File: config.mk
export PLATFORM = sky130hd
export DESIGN_NAME = fit_policy_block_allocator_core
export DESIGN_NICKNAME = d
export VERILOG_FILES = /design/src/rtl/fpba_pkg.sv /design/src/rtl/fit_policy_block_allocator_core.sv
export SDC_FILE = /design/constraint.sdc
export NUM_CORES = 2
export LEC_CHECK = 0
export BUFFER_PORTS_ARGS = -buffer_cell sky130_fd_sc_hd__buf_2
export CAP_MARGIN = 20
export CORE_MARGIN = 2
export CORE_UTILIZATION = 55
export DETAILED_ROUTE_END_ITERATION = 16
export PLACE_DENSITY_LB_ADDON = 0.08
export SLEW_MARGIN = 15
export SYNTH_ARGS = -nofsm -noshare
export SYNTH_HDL_FRONTEND = slang
export SYNTH_SLANG_ARGS = --single-unit
File: constraint.sdc
create_clock -name i_clk -period 13.8 [get_ports i_clk]
set_input_delay 0.69 -clock i_clk [delete_from_list [all_inputs] [get_ports i_clk]]
set_output_delay 0.69 -clock i_clk [all_outputs]
set_load 0.02 [all_outputs]
File: src/rtl/fpba_pkg.sv
`timescale 1ns / 1ps
package fpba_pkg;
    localparam int MaxBlocks = 64;
    localparam int SlotW = 6;
    localparam int LinkW = 7;
    localparam int BaseW = 18;
    localparam int SizeW = 19;
    localparam logic [SizeW-1:0] HeapUnits = 19'd262144;
    localparam logic [LinkW-1:0] NilLink = 7'd64;

    localparam logic [1:0] FIT_FIRST = 2'd0;
    localparam logic [1:0] FIT_NEXT  = 2'd1;
    localparam logic [1:0] FIT_BEST  = 2'd2;
    localparam logic [1:0] FIT_WORST = 2'd3;

    localparam logic [1:0] ST_OK      = 2'd0;
    localparam logic [1:0] ST_ZERO    = 2'd1;
    localparam logic [1:0] ST_NOMEM   = 2'd2;
    localparam logic [1:0] ST_INVALID = 2'd3;

    localparam logic REG_FIT   = 1'b0;
    localparam logic REG_LIMIT = 1'b1;

    typedef struct packed {
        logic [BaseW-1:0] base;
        logic [SizeW-1:0] size;
        logic             is_free;
        logic [LinkW-1:0] nxt;
        logic [LinkW-1:0] prv;
    } t_blk;
endpackage

File: src/rtl/fit_policy_block_allocator_core.sv
`timescale 1ns / 1ps
// block allocator over a 64-entry address-ordered block table held in one
// synchronous memory (one read port, one write port, registered read data).
// start is taken when busy is low; exactly one result follows, flagged by
// o_done for a single cycle, and it cannot be held off. an allocate walks the
// block list one entry at a time (read, then decide), and then runs the pick
// read, the decide, the remainder write, the successor patch and the closing
// state; a zero size or an unused handle goes straight to the closing state.
// busy drops with the strobe, so the next transfer can be taken in that cycle.
// the search walk over the memory port sets an allocate's duration.
// configuration may be written only while idle.
module fit_policy_block_allocator_core
    import fpba_pkg::*;
(
    input  logic        i_clk,
    input  logic        i_rst_n,
    input  logic        i_cfg_we,
    input  logic [0:0]  i_cfg_idx,
    input  logic [18:0] i_cfg_data,
    input  logic        start,
    output logic        busy,
    input  logic        i_kind,
    input  logic [20:0] i_req_bytes,
    input  logic [5:0]  i_handle,
    output logic        o_done,
    output logic [1:0]  o_status,
    output logic [5:0]  o_granted_slot,
    output logic [17:0] o_base_units,
    output logic [18:0] o_block_units,
    output logic        o_was_reuse,
    output logic        o_did_split,
    output logic        o_did_grow,
    output logic [1:0]  o_merges
);
    // states
    localparam logic [3:0] S_IDLE   = 4'd0;
    localparam logic [3:0] S_RD     = 4'd1;  // memory read issued
    localparam logic [3:0] S_WALK   = 4'd2;  // evaluate walked entry
    localparam logic [3:0] S_PICK   = 4'd3;  // read chosen block
    localparam logic [3:0] S_ALLOC  = 4'd4;  // split or grow decision
    localparam logic [3:0] S_FIXN   = 4'd5;  // patch prev of successor
    localparam logic [3:0] S_REL    = 4'd6;  // released block read
    localparam logic [3:0] S_RELN   = 4'd7;  // successor read
    localparam logic [3:0] S_RELA   = 4'd8;  // write surviving block
    localparam logic [3:0] S_RELP   = 4'd9;  // predecessor read
    localparam logic [3:0] S_RELPA  = 4'd10; // prev-link patch of following block
    localparam logic [3:0] S_DONE   = 4'd11;
    localparam logic [3:0] S_FIXN2  = 4'd12; // patch old tail's next link

    // block table memory
    t_blk             mem [MaxBlocks];
    logic             mem_we;
    logic [SlotW-1:0] mem_wa, mem_ra;
    t_blk             mem_wd, mem_rd;

    always_ff @(posedge i_clk) begin
        if (mem_we) mem[mem_wa] <= mem_wd;
        mem_rd <= mem[mem_ra];
    end

    logic [MaxBlocks-1:0] r_in_use;
    logic [LinkW-1:0] r_head, r_tail, r_cursor, r_p, r_start, r_pick, r_c, r_n, r_prv;
    logic [SizeW-1:0] r_heap_top, r_limit, r_units, r_pick_size;
    logic [1:0]       r_fit, r_merges;
    logic [3:0]       r_state;
    logic [6:0]       r_count;
    t_blk             r_blk;

    // lowest unused slot
    logic [LinkW-1:0] spare;
    always_comb begin
        spare = NilLink;
        for (int i = MaxBlocks - 1; i >= 0; i--)
            if (!r_in_use[i]) spare = LinkW'(i);
    end

    logic [SizeW-1:0] eff_limit;
    assign eff_limit = (r_limit > HeapUnits) ? HeapUnits : r_limit;
    assign busy = (r_state != S_IDLE);

    logic [SizeW:0]   units_full;
    logic [SizeW-1:0] units_in;
    assign units_full = 20'((22'(i_req_bytes) + 22'd3) >> 2);
    // a size past the field can neither fit a block nor grow the heap
    assign units_in = units_full[SizeW] ? '1 : units_full[SizeW-1:0];

    logic fit_ok;
    assign fit_ok = mem_rd.is_free && (mem_rd.size >= r_units);

    // next link for the walk, wrapping for next fit
    logic [LinkW-1:0] walk_nxt;
    always_comb begin
        walk_nxt = mem_rd.nxt;
        if (r_fit == FIT_NEXT && mem_rd.nxt[LinkW-1]) walk_nxt = r_head;
    end

    always_ff @(posedge i_clk) begin
        logic n_mem_we;
        n_mem_we = 1'b0;
        o_done <= i_rst_n && (r_state == S_DONE);
        if (!i_rst_n) begin
            r_state <= S_IDLE;
            r_in_use <= '0;
            r_head <= NilLink;
            r_tail <= NilLink;
            r_cursor <= NilLink;
            r_heap_top <= '0;
            r_fit <= FIT_FIRST;
            r_limit <= HeapUnits;
        end else begin
            if (i_cfg_we) begin
                if (i_cfg_idx == REG_FIT) r_fit <= i_cfg_data[1:0];
                else r_limit <= i_cfg_data;
            end
            case (r_state)
                S_IDLE: if (start) begin
                    r_units <= units_in;
                    r_merges <= '0;
                    r_pick <= NilLink;
                    r_count <= '0;
                    o_granted_slot <= '0; o_base_units <= '0;
                    o_block_units <= '0; o_was_reuse <= 1'b0; o_did_split <= 1'b0;
                    o_did_grow <= 1'b0; o_merges <= '0;
                    if (i_kind) begin
                        if (!r_in_use[i_handle]) begin
                            o_status <= ST_INVALID; r_state <= S_DONE;
                        end else begin
                            o_status <= ST_OK;
                            r_c <= {1'b0, i_handle};
                            mem_ra <= i_handle;
                            r_state <= S_REL;
                        end
                    end else if (units_in == '0) begin
                        o_status <= ST_ZERO; r_state <= S_DONE;
                    end else begin
                        logic [LinkW-1:0] st;
                        st = r_head;
                        if (r_fit == FIT_NEXT && !r_cursor[LinkW-1] &&
                            r_in_use[r_cursor[SlotW-1:0]]) st = r_cursor;
                        o_status <= ST_OK;
                        r_start <= st;
                        r_p <= st;
                        if (st[LinkW-1]) r_state <= S_PICK;
                        else begin
                            mem_ra <= st[SlotW-1:0];
                            r_state <= S_RD;
                        end
                    end
                end
                S_RD: r_state <= S_WALK;
                S_WALK: begin
                    logic done_w;
                    logic [LinkW-1:0] pk;
                    pk = r_pick;
                    done_w = 1'b0;
                    if (fit_ok) begin
                        if (r_fit == FIT_FIRST || r_fit == FIT_NEXT) begin
                            pk = r_p; done_w = 1'b1;
                        end else if (r_pick[LinkW-1] ||
                            (r_fit == FIT_BEST && mem_rd.size < r_pick_size) ||
                            (r_fit == FIT_WORST && mem_rd.size > r_pick_size)) begin
                            pk = r_p;
                            r_pick_size <= mem_rd.size;
                        end
                    end
                    r_pick <= pk;
                    r_count <= r_count + 7'd1;
                    if (walk_nxt[LinkW-1] || (r_fit == FIT_NEXT && walk_nxt == r_start)
                        || r_count == 7'(MaxBlocks - 1))
                        done_w = 1'b1;
                    if (done_w) begin
                        if (r_fit == FIT_NEXT) r_cursor <= pk;
                        if (!pk[LinkW-1]) mem_ra <= pk[SlotW-1:0];
                        r_state <= S_PICK;
                    end else begin
                        r_p <= walk_nxt;
                        mem_ra <= walk_nxt[SlotW-1:0];
                        r_state <= S_RD;
                    end
                end
                S_PICK: begin
                    if (r_fit == FIT_NEXT && r_p[LinkW-1]) r_cursor <= NilLink;
                    r_state <= S_ALLOC;
                end
                S_ALLOC: begin
                    if (!r_pick[LinkW-1]) begin
                        t_blk b;
                        b = mem_rd;
                        b.is_free = 1'b0;
                        o_was_reuse <= 1'b1;
                        o_granted_slot <= r_pick[SlotW-1:0];
                        o_base_units <= b.base;
                        if (b.size > r_units && !spare[LinkW-1]) begin
                            t_blk s;
                            s.base = BaseW'(b.base + BaseW'(r_units));
                            s.size = b.size - r_units;
                            s.is_free = 1'b1;
                            s.prv = r_pick;
                            s.nxt = b.nxt;
                            r_in_use[spare[SlotW-1:0]] <= 1'b1;
                            b.nxt = spare;
                            b.size = r_units;
                            o_did_split <= 1'b1;
                            r_blk <= s;
                            r_n <= spare;
                            if (s.nxt[LinkW-1]) r_tail <= spare;
                            r_state <= S_FIXN;
                        end else r_state <= S_DONE;
                        o_block_units <= b.size;
                        n_mem_we = 1'b1; mem_wa <= r_pick[SlotW-1:0]; mem_wd <= b;
                    end else if (spare[LinkW-1] || r_heap_top > eff_limit ||
                                 r_units > eff_limit - r_heap_top) begin
                        o_status <= ST_NOMEM; r_state <= S_DONE;
                    end else begin
                        t_blk s;
                        s.base = r_heap_top[BaseW-1:0];
                        s.size = r_units; s.is_free = 1'b0;
                        s.nxt = NilLink; s.prv = r_tail;
                        r_in_use[spare[SlotW-1:0]] <= 1'b1;
                        n_mem_we = 1'b1; mem_wa <= spare[SlotW-1:0]; mem_wd <= s;
                        if (r_tail[LinkW-1]) begin
                            r_head <= spare; r_state <= S_DONE;
                        end else begin
                            // tail's next link patched via read-modify-write
                            mem_ra <= r_tail[SlotW-1:0];
                            r_n <= spare; r_c <= r_tail;
                            r_count <= 7'd0;
                            r_state <= S_FIXN2;
                        end
                        r_tail <= spare;
                        r_heap_top <= r_heap_top + r_units;
                        o_did_grow <= 1'b1;
                        o_granted_slot <= spare[SlotW-1:0];
                        o_base_units <= r_heap_top[BaseW-1:0];
                        o_block_units <= r_units;
                    end
                end
                S_FIXN: begin
                    // write split remainder, then patch its successor's prev
                    n_mem_we = 1'b1; mem_wa <= r_n[SlotW-1:0]; mem_wd <= r_blk;
                    if (r_blk.nxt[LinkW-1]) r_state <= S_DONE;
                    else begin
                        mem_ra <= r_blk.nxt[SlotW-1:0];
                        r_c <= r_blk.nxt; r_prv <= r_n;
                        r_state <= S_RELPA;
                        r_count <= 7'd0;
                    end
                end
                S_FIXN2: begin
                    if (r_count == 7'd0) r_count <= 7'd1;
                    else begin
                        t_blk t;
                        t = mem_rd; t.nxt = r_n;
                        n_mem_we = 1'b1; mem_wa <= r_c[SlotW-1:0]; mem_wd <= t;
                        r_state <= S_DONE;
                    end
                end
                S_RELPA: begin
                    // generic prev-link patch: r_c gets prev r_prv
                    if (r_count == 7'd0) r_count <= 7'd1;
                    else begin
                        t_blk t;
                        t = mem_rd; t.prv = r_prv;
                        n_mem_we = 1'b1; mem_wa <= r_c[SlotW-1:0]; mem_wd <= t;
                        r_state <= S_DONE;
                    end
                end
                S_REL: begin
                    if (r_count == 7'd0) r_count <= 7'd1;
                    else if (mem_rd.is_free) begin
                        o_status <= ST_INVALID; r_state <= S_DONE;
                    end else begin
                        t_blk t;
                        t = mem_rd;
                        t.is_free = 1'b1;
                        r_blk <= t;
                        r_count <= 7'd0;
                        if (!mem_rd.nxt[LinkW-1]) begin
                            mem_ra <= mem_rd.nxt[SlotW-1:0];
                            r_state <= S_RELN;
                        end else if (!mem_rd.prv[LinkW-1]) begin
                            mem_ra <= mem_rd.prv[SlotW-1:0];
                            r_state <= S_RELP;
                        end else begin
                            r_state <= S_RELA;
                        end
                    end
                end
                S_RELN: begin
                    if (r_count == 7'd0) r_count <= 7'd1;
                    else begin
                        t_blk t;
                        t = r_blk;
                        r_count <= 7'd0;
                        if (mem_rd.is_free) begin
                            t.size = r_blk.size + mem_rd.size;
                            t.nxt = mem_rd.nxt;
                            r_in_use[r_blk.nxt[SlotW-1:0]] <= 1'b0;
                            if (r_cursor == r_blk.nxt) r_cursor <= r_c;
                            r_merges <= 2'd1;
                            if (mem_rd.nxt[LinkW-1]) r_tail <= r_c;
                        end
                        r_blk <= t;
                        if (!r_blk.prv[LinkW-1]) begin
                            mem_ra <= r_blk.prv[SlotW-1:0];
                            r_state <= S_RELP;
                        end else begin
                            r_state <= S_RELA;
                        end
                    end
                end
                S_RELP: begin
                    if (r_count == 7'd0) r_count <= 7'd1;
                    else begin
                        r_count <= 7'd3;
                        if (mem_rd.is_free) begin
                            t_blk q;
                            q = mem_rd;
                            q.size = mem_rd.size + r_blk.size;
                            q.nxt = r_blk.nxt;
                            r_in_use[r_c[SlotW-1:0]] <= 1'b0;
                            if (r_cursor == r_c ||
                                (r_merges != 2'd0 && r_cursor == r_c)) r_cursor <= r_blk.prv;
                            r_prv <= r_blk.prv;
                            r_c <= r_blk.prv;
                            r_blk <= q;
                            r_merges <= r_merges + 2'd1;
                            if (r_blk.nxt[LinkW-1]) r_tail <= r_blk.prv;
                        end
                        r_state <= S_RELA;
                    end
                end
                S_RELA: begin
                    // write surviving block, then fix successor's prev if a merge moved it
                    n_mem_we = 1'b1; mem_wa <= r_c[SlotW-1:0]; mem_wd <= r_blk;
                    o_granted_slot <= r_c[SlotW-1:0];
                    o_base_units <= r_blk.base;
                    o_block_units <= r_blk.size;
                    o_merges <= r_merges;
                    if (r_merges != 2'd0 && !r_blk.nxt[LinkW-1]) begin
                        mem_ra <= r_blk.nxt[SlotW-1:0];
                        r_prv <= r_c; r_c <= r_blk.nxt;
                        r_count <= 7'd0;
                        r_state <= S_RELPA;
                    end else r_state <= S_DONE;
                end
                S_DONE: begin
                    r_state <= S_IDLE;
                end
                default: r_state <= S_IDLE;
            endcase
        end
        mem_we <= n_mem_we;
    end

    // a result is only flagged on the way back to idle
    assert property (@(posedge i_clk) disable iff (!i_rst_n)
        o_done |-> r_state == S_IDLE) else $error("result outside idle");
    assert property (@(posedge i_clk) disable iff (!i_rst_n)
        (start && !busy) |=> busy) else $error("start not taken");
    assert property (@(posedge i_clk) disable iff (!i_rst_n)
        r_head[LinkW-1] |-> r_tail[LinkW-1] || busy) else $error("list ends disagree");
endmodule
# After elaboration in Yosys (flattened, before gate mapping)
# Memory sizes are Yosys's and may differ from the RTL's. A register that Yosys moved wholly into a read port is not among the register bits.
# Cells that the tools add are included.
# W data, S select, Z words.
# word_totals
regBits	386
ram_bits	3328
inputBits	52
word_cells	482
n_memories	1
# op_classes
addsub	8
magnitude_cmp	15
n_eq_ne	63
n_mux	261
bitwise_logic	12
n_reduce_logical	82
# memory_table
name	words	width	rd	rd_clocked_by_memory_dff	wr	line_no	rtl
mem	64	52	1	1	1	fit_policy_block_allocator_core.sv:51	t_blk mem [MaxBlocks];
# op_table
cell	n
$mux W7	127
$mux W52	10
$mux W64	7
$pmux W52 S4	2
$pmux W64 S3	1
$mux W19	7
$mux W6	22
$and A64 B64 Y64	2
$not A64 Y64	2
$gt A19 B19 Y1	4
$ne A2 B2 Y1 const B	34
$or A64 B64 Y64	1
$pmux W7 S9	1
$pmux W19 S3	1
$mux W18	3
$pmux W18 S3	1
$mux W4	12
$pmux W4 S11	1
$pmux W6 S7	1
$pmux W7 S3	2
$reduce_and A10 Y1	4
$add A19 B19 Y19	2
$sub A19 B19 Y19	2
$lt A6 B7 Y1 const B	5
other kinds (57)	187

# Longest topological paths before layout
# logic_depth
word_depth	72
mapped_depth	27

# Worst setup path after synthesis
# OpenSTA, ideal clock, no wires.
# synth_path
kind	register to register
start	reg r_limit[0]
end	reg mem_wd[0] (netlist bit), enable pin
setup_time_ps	546
t_arrival_ps	9425
path_slack_ps	3830
stages_incl_launch_ff	24
path_buffers	0
synth_period_minus_slack_ps	9970
path_cell_list	dfxtp_1 or4_1 o41ai_1 and2_1 ha_1 a21o_1 a21oi_1 nor2b_1 o21a_1 o41ai_1 o311a_1 a2111oi_0 o31ai_1 a21oi_1 xnor2_1 ha_1 and3_1 nand4_1 or4_1 a2bb2oi_1 o21ai_1 a211oi_1 a21oi_1 a221oi_1
# synth_between
elab_chain_cells	7
# synth_rtl
item	line_no	rtl
from (decl)	fit_policy_block_allocator_core.sv:63	logic [SizeW-1:0] r_heap_top, r_limit, r_units, r_pick_size;
from (signal assigned)	fit_policy_block_allocator_core.sv:109	r_limit <= HeapUnits;
from (signal assigned)	fit_policy_block_allocator_core.sv:113	else r_limit <= i_cfg_data;
$gt A19 B19 Y1	fit_policy_block_allocator_core.sv:78	assign eff_limit = (r_limit > HeapUnits) ? HeapUnits : r_limit;
$mux W19 *	fit_policy_block_allocator_core.sv:78	
$sub A19 B19 Y19 / $gt A19 B19 Y1 (equally long branches)	fit_policy_block_allocator_core.sv:212, fit_policy_block_allocator_core.sv:211	
$gt A19 B19 Y1 / $logic_or A1 B1 Y1 (equally long branches)	fit_policy_block_allocator_core.sv:212, fit_policy_block_allocator_core.sv:211	
$logic_or A1 B1 Y1 *	fit_policy_block_allocator_core.sv:211	end else if (spare[LinkW-1] || r_heap_top > eff_limit ||
$ne A3 B3 Y1 (no source line) *	-	
$reduce_and A5 Y1 (no source line) *	-	
to (signal assigned)	fit_policy_block_allocator_core.sv:210	n_mem_we = 1'b1; mem_wa <= r_pick[SlotW-1:0]; mem_wd <= b;
to (signal assigned)	fit_policy_block_allocator_core.sv:220	n_mem_we = 1'b1; mem_wa <= spare[SlotW-1:0]; mem_wd <= s;
to (signal assigned)	fit_policy_block_allocator_core.sv:240	n_mem_we = 1'b1; mem_wa <= r_n[SlotW-1:0]; mem_wd <= r_blk;
to (decl)	fit_policy_block_allocator_core.sv:54	t_blk mem_wd, mem_rd;
# Every way passes the cells marked *; elsewhere a longest branch is shown, timed or not.
# A chain may end at the register's enable or synchronous reset.

# Worst setup path in the final report
# layout_path
start	reg r_limit[13]
end	reg r_in_use[8]
# layout_between
elab_chain_cells	7
# layout_rtl
item	line_no	rtl
$gt A19 B19 Y1	fit_policy_block_allocator_core.sv:78	
$mux W19 *	fit_policy_block_allocator_core.sv:78	
$sub A19 B19 Y19 / $gt A19 B19 Y1 (equally long branches)	fit_policy_block_allocator_core.sv:212, fit_policy_block_allocator_core.sv:211	
$gt A19 B19 Y1 / $logic_or A1 B1 Y1 (equally long branches)	fit_policy_block_allocator_core.sv:212, fit_policy_block_allocator_core.sv:211	
$logic_or A1 B1 Y1 *	fit_policy_block_allocator_core.sv:211	
$ne A3 B3 Y1 (no source line) *	-	
$reduce_and A7 Y1 (no source line) *	-	
to (signal, indexed assignment)	fit_policy_block_allocator_core.sv:200	r_in_use[spare[SlotW-1:0]] <= 1'b1;
to (signal, indexed assignment)	fit_policy_block_allocator_core.sv:219	r_in_use[spare[SlotW-1:0]] <= 1'b1;
to (signal, indexed assignment)	fit_policy_block_allocator_core.sv:298	r_in_use[r_blk.nxt[SlotW-1:0]] <= 1'b0;
to (decl)	fit_policy_block_allocator_core.sv:61	logic [MaxBlocks-1:0] r_in_use;
# Marked as above.

==> impl_metrics.yaml <==
critical_path:
  cp-end-kind: "register"
  cp_common_cell: "a21oi_1"
  critical_path_arrival_ns: 8.68
  start_kind: "register"
  cp.required_ns: 14.64
  crit_type: "register to register"
  cp_slowest_cell: "or4_1"
  critPathBufInv: 2
  cp_max_fo: 31
  cpLargestDelayFamily: "compound AO/OA/AOI/OAI gates"
  max_stage_delay_ns: 0.57
power_and_ir_drop:
  p_leak_nw: 54.7
  netSwitchingPower_mw: 8.68
  powerDensity_mw_per_mm2: 179
  ir_drop_mv: 0.170
  power_report.internal_total_mw: 22.2
  sequentialPowerShare: 0.441
  p_comb_frac: 0.220
  clkPwrFrac: 0.339
  switching_share: 0.281
min_path:
  hp-class: "primary input to register"
yosys:
  ys.flop_type: "edfxtp_1"
  avgSynthCellArea_um2: 19.8
  yosysSeqAreaShare: 0.726
  syn_nets: 7927
  synth-edff-count: 3583
  syn_area_mm2: 0.153
  synth_seq_cells: 3766
  synth.distinct_cells: 90
  synthArstFlopShare: 0
  yosysWarnings: 0
  syn_inst: 7738
global_routing:
  grt_pass1_wl_um: 623000
  grt_usage: 0.313
  grt_max_degree: 149
  overflow: 0
  antenna_found_initial: 22
  grt_pass1_vias: 81000
route:
  postRouteAntennaNets: 0
  drc: 0
  met1Wirelength_um: 175000
  num_vias: 82900
  wirelength_um: 445000
  drtIter0Drc: 12200
  route.met2.wl_um: 212000
  top_layer: "met5"
  wire_per_inst_um: 36.8
  drt-pass1-iter-count: 10
  routed_via_density: 6.85
  wl_met3_um: 42800
timing:
  fin_crit_sh: 0.568
  slew-limit-headroom: 0.188
  setup_viol: 0
  tns_ns: 0
  worstMarginPinSlew_ns: 1.22
  clock.fmax_mhz: 128
  drv_slew: 0
  grt_setup_unrepaired: "no"
  finalHoldViolCount: 0
  clock_skew_ns: 0.0683
  layout_min_cycle_time_ns: 7.84
die:
  die_area_mm2: 0.283
  die_h_um: 532
  initial_core_util: 0.554
  io_pins: 104
  rows: 193
  coreArea_mm2: 0.277
  die_w_um: 532
clock_network:
  clock_latency_ns: 0.97
  root_buffer: "clkbuf_16"
  cts_buffers: 382
  post_cts_buffers: 0
  clk_pin_slew_ns: 0.06
  cts_num_sinks: 3766
  clock_path_buffers: 4
  cts_tree: "built"
  cts_max_level: 5
placement:
  place_hpwl_um: 249000
  io_buffers: 103
  gp_congestion: 0.915
finish:
  syn2layout_area_growth_pct: 12.4
  fin_util: 0.622
  finalNetCount: 8271
  drive_gt1_frac: 0.256
flow_run:
  cap_viol_max_count: 0
outcome:
  status: "finished clean"
==> final cells by class <==
type | count | area, um2
diodes | 1 | 2.50
clock buffers | 505 | 10500
clock inverters | 198 | 2100
fillers | 19200 | 105000
inverters | 174 | 654
multi-input cells | 3385 | 40400
flip-flops and latches | 3766 | 111000
well taps | 3705 | 4640
repair buffers | 373 | 2790
==> layer usage <==
metal	vias up	GRT usage
met1	44200	0.458
met5	-	0
li1	33000	-
met3	838	0.0457
met4	6	0.101
met2	4797	0.493
==> final timing paths <==
check / slack [ns] / depth (start not counted) / from / end
min: 0.05 / 3 / i_cfg_data[0] / r_fit[0]$_SDFFE_PN0P_
min reg2reg: 0.47 / 2 / r_limit[3]$_SDFFE_PN0P_ / r_limit[3]$_SDFFE_PN0P_
max reg2reg: 5.96 / 28 / r_limit[13]$_SDFFE_PN0P_ / r_in_use[8]$_SDFFE_PN0P_
max: 5.96 / 28 / r_limit[13]$_SDFFE_PN0P_ / r_in_use[8]$_SDFFE_PN0P_
==> worst reg2reg max path, delay by kind of cell (launching register included) <==
family	cells	cell delay, ns
AO/OA/AOI/OAI	15	3.76
XOR/XNOR	1	0.14
adder cells (fa/ha/maj)	2	0.56
buffers and inverters	2	0.62
flip-flops	1	0.33
AND/OR/NAND/NOR	8	2.32
==> what timing repair did <==
action	in CTS	in global routing
resized for setup	0	0
hold buffers	10	0
endpoints found under the hold margin	10	0
==> through the flow <==
| step | setup WS (ns) | hold slack, ns | power [mW] | instances | cell area [um2] |
|---|---|---|---|---|---|
| finish | 5.96 | 0.0463 | 30.9 | 12100 | 172000 |
| global route | 5.49 | 0.0515 | 31.9 | 12100 | 172000 |
| global placement | 5.99 | 0.462 | 20.6 | 11400 | 159000 |
| floorplan | 3.83 | 0.439 | 18.4 | 7738 | 153000 |
| CTS | 5.77 | 0.00106 | 31.0 | 12100 | 172000 |
| detailed placement | 5.87 | 0.463 | 20.6 | 11400 | 160000 |
==> power by group through the flow <==
stage                     clock, mW  combinational (mW)  sequential (mW)
after global placement            0                6.70             13.9
final                          10.5                6.80             13.6
after detailed placement          0                6.76             13.9
after floorplan                   0                4.49             13.9
after global routing           11.0                7.23             13.7
after CTS                      10.6                6.79             13.6
==> cells in the mapped netlist (all sizes together) (41+ instances only) <==
master	instances	share of area
nand3	67	0.0022
ha	132	0.011
nand4	52	0.0021
o221ai	55	0.0031
nor2b	69	0.0028
edfxtp	3583	0.70
mux4	1122	0.16
mux2i	94	0.0061
a21oi	253	0.0083
o21ai	244	0.0080
nor2	288	0.0071
dfxtp	183	0.024
nor3	73	0.0024
a211oi	41	0.0020
nand2	266	0.0065
clkbuf	313	0.0077
xnor2	55	0.0031
buf	100	0.0028
inv	174	0.0043
==> sequential cells by signal, indices dropped and copies added (netlist names), 18 cells and up <==
register and flops:
r_blk 52, mem 3328, o_base_units 18, mem_rd 52, o_block_units 19, r_limit 19, r_pick_size 19, r_in_use 64
r_units 19, mem_wd 52, r_heap_top 19
==> cells in the final DEF, fill, tap and decap left out, types with 86 or more instances in the layout <==
cell       count
a21oi_1      250
o21ai_0      149
nand2_1      265
mux2i_1       94
mux4_2      1115
nor2_1       221
clkbuf_16    394
ha_1         132
inv_1        165
clkbuf_1      86
buf_4        241
o21ai_1       92
edfxtp_1    3583
dfxtp_1      181
buf_2        105
==> cell families after synthesis <==
logic type,share of synthesized area
adder cells (fa/ha/maj),0.0114
multiplexers,0.172
AO/OA/AOI/OAI,0.0400
AND/OR/NAND/NOR,0.0308
flip-flops,0.726
XOR/XNOR,0.00520
buffers and inverters,0.0147
No activity file was read; power rests on OpenSTA's default activity.
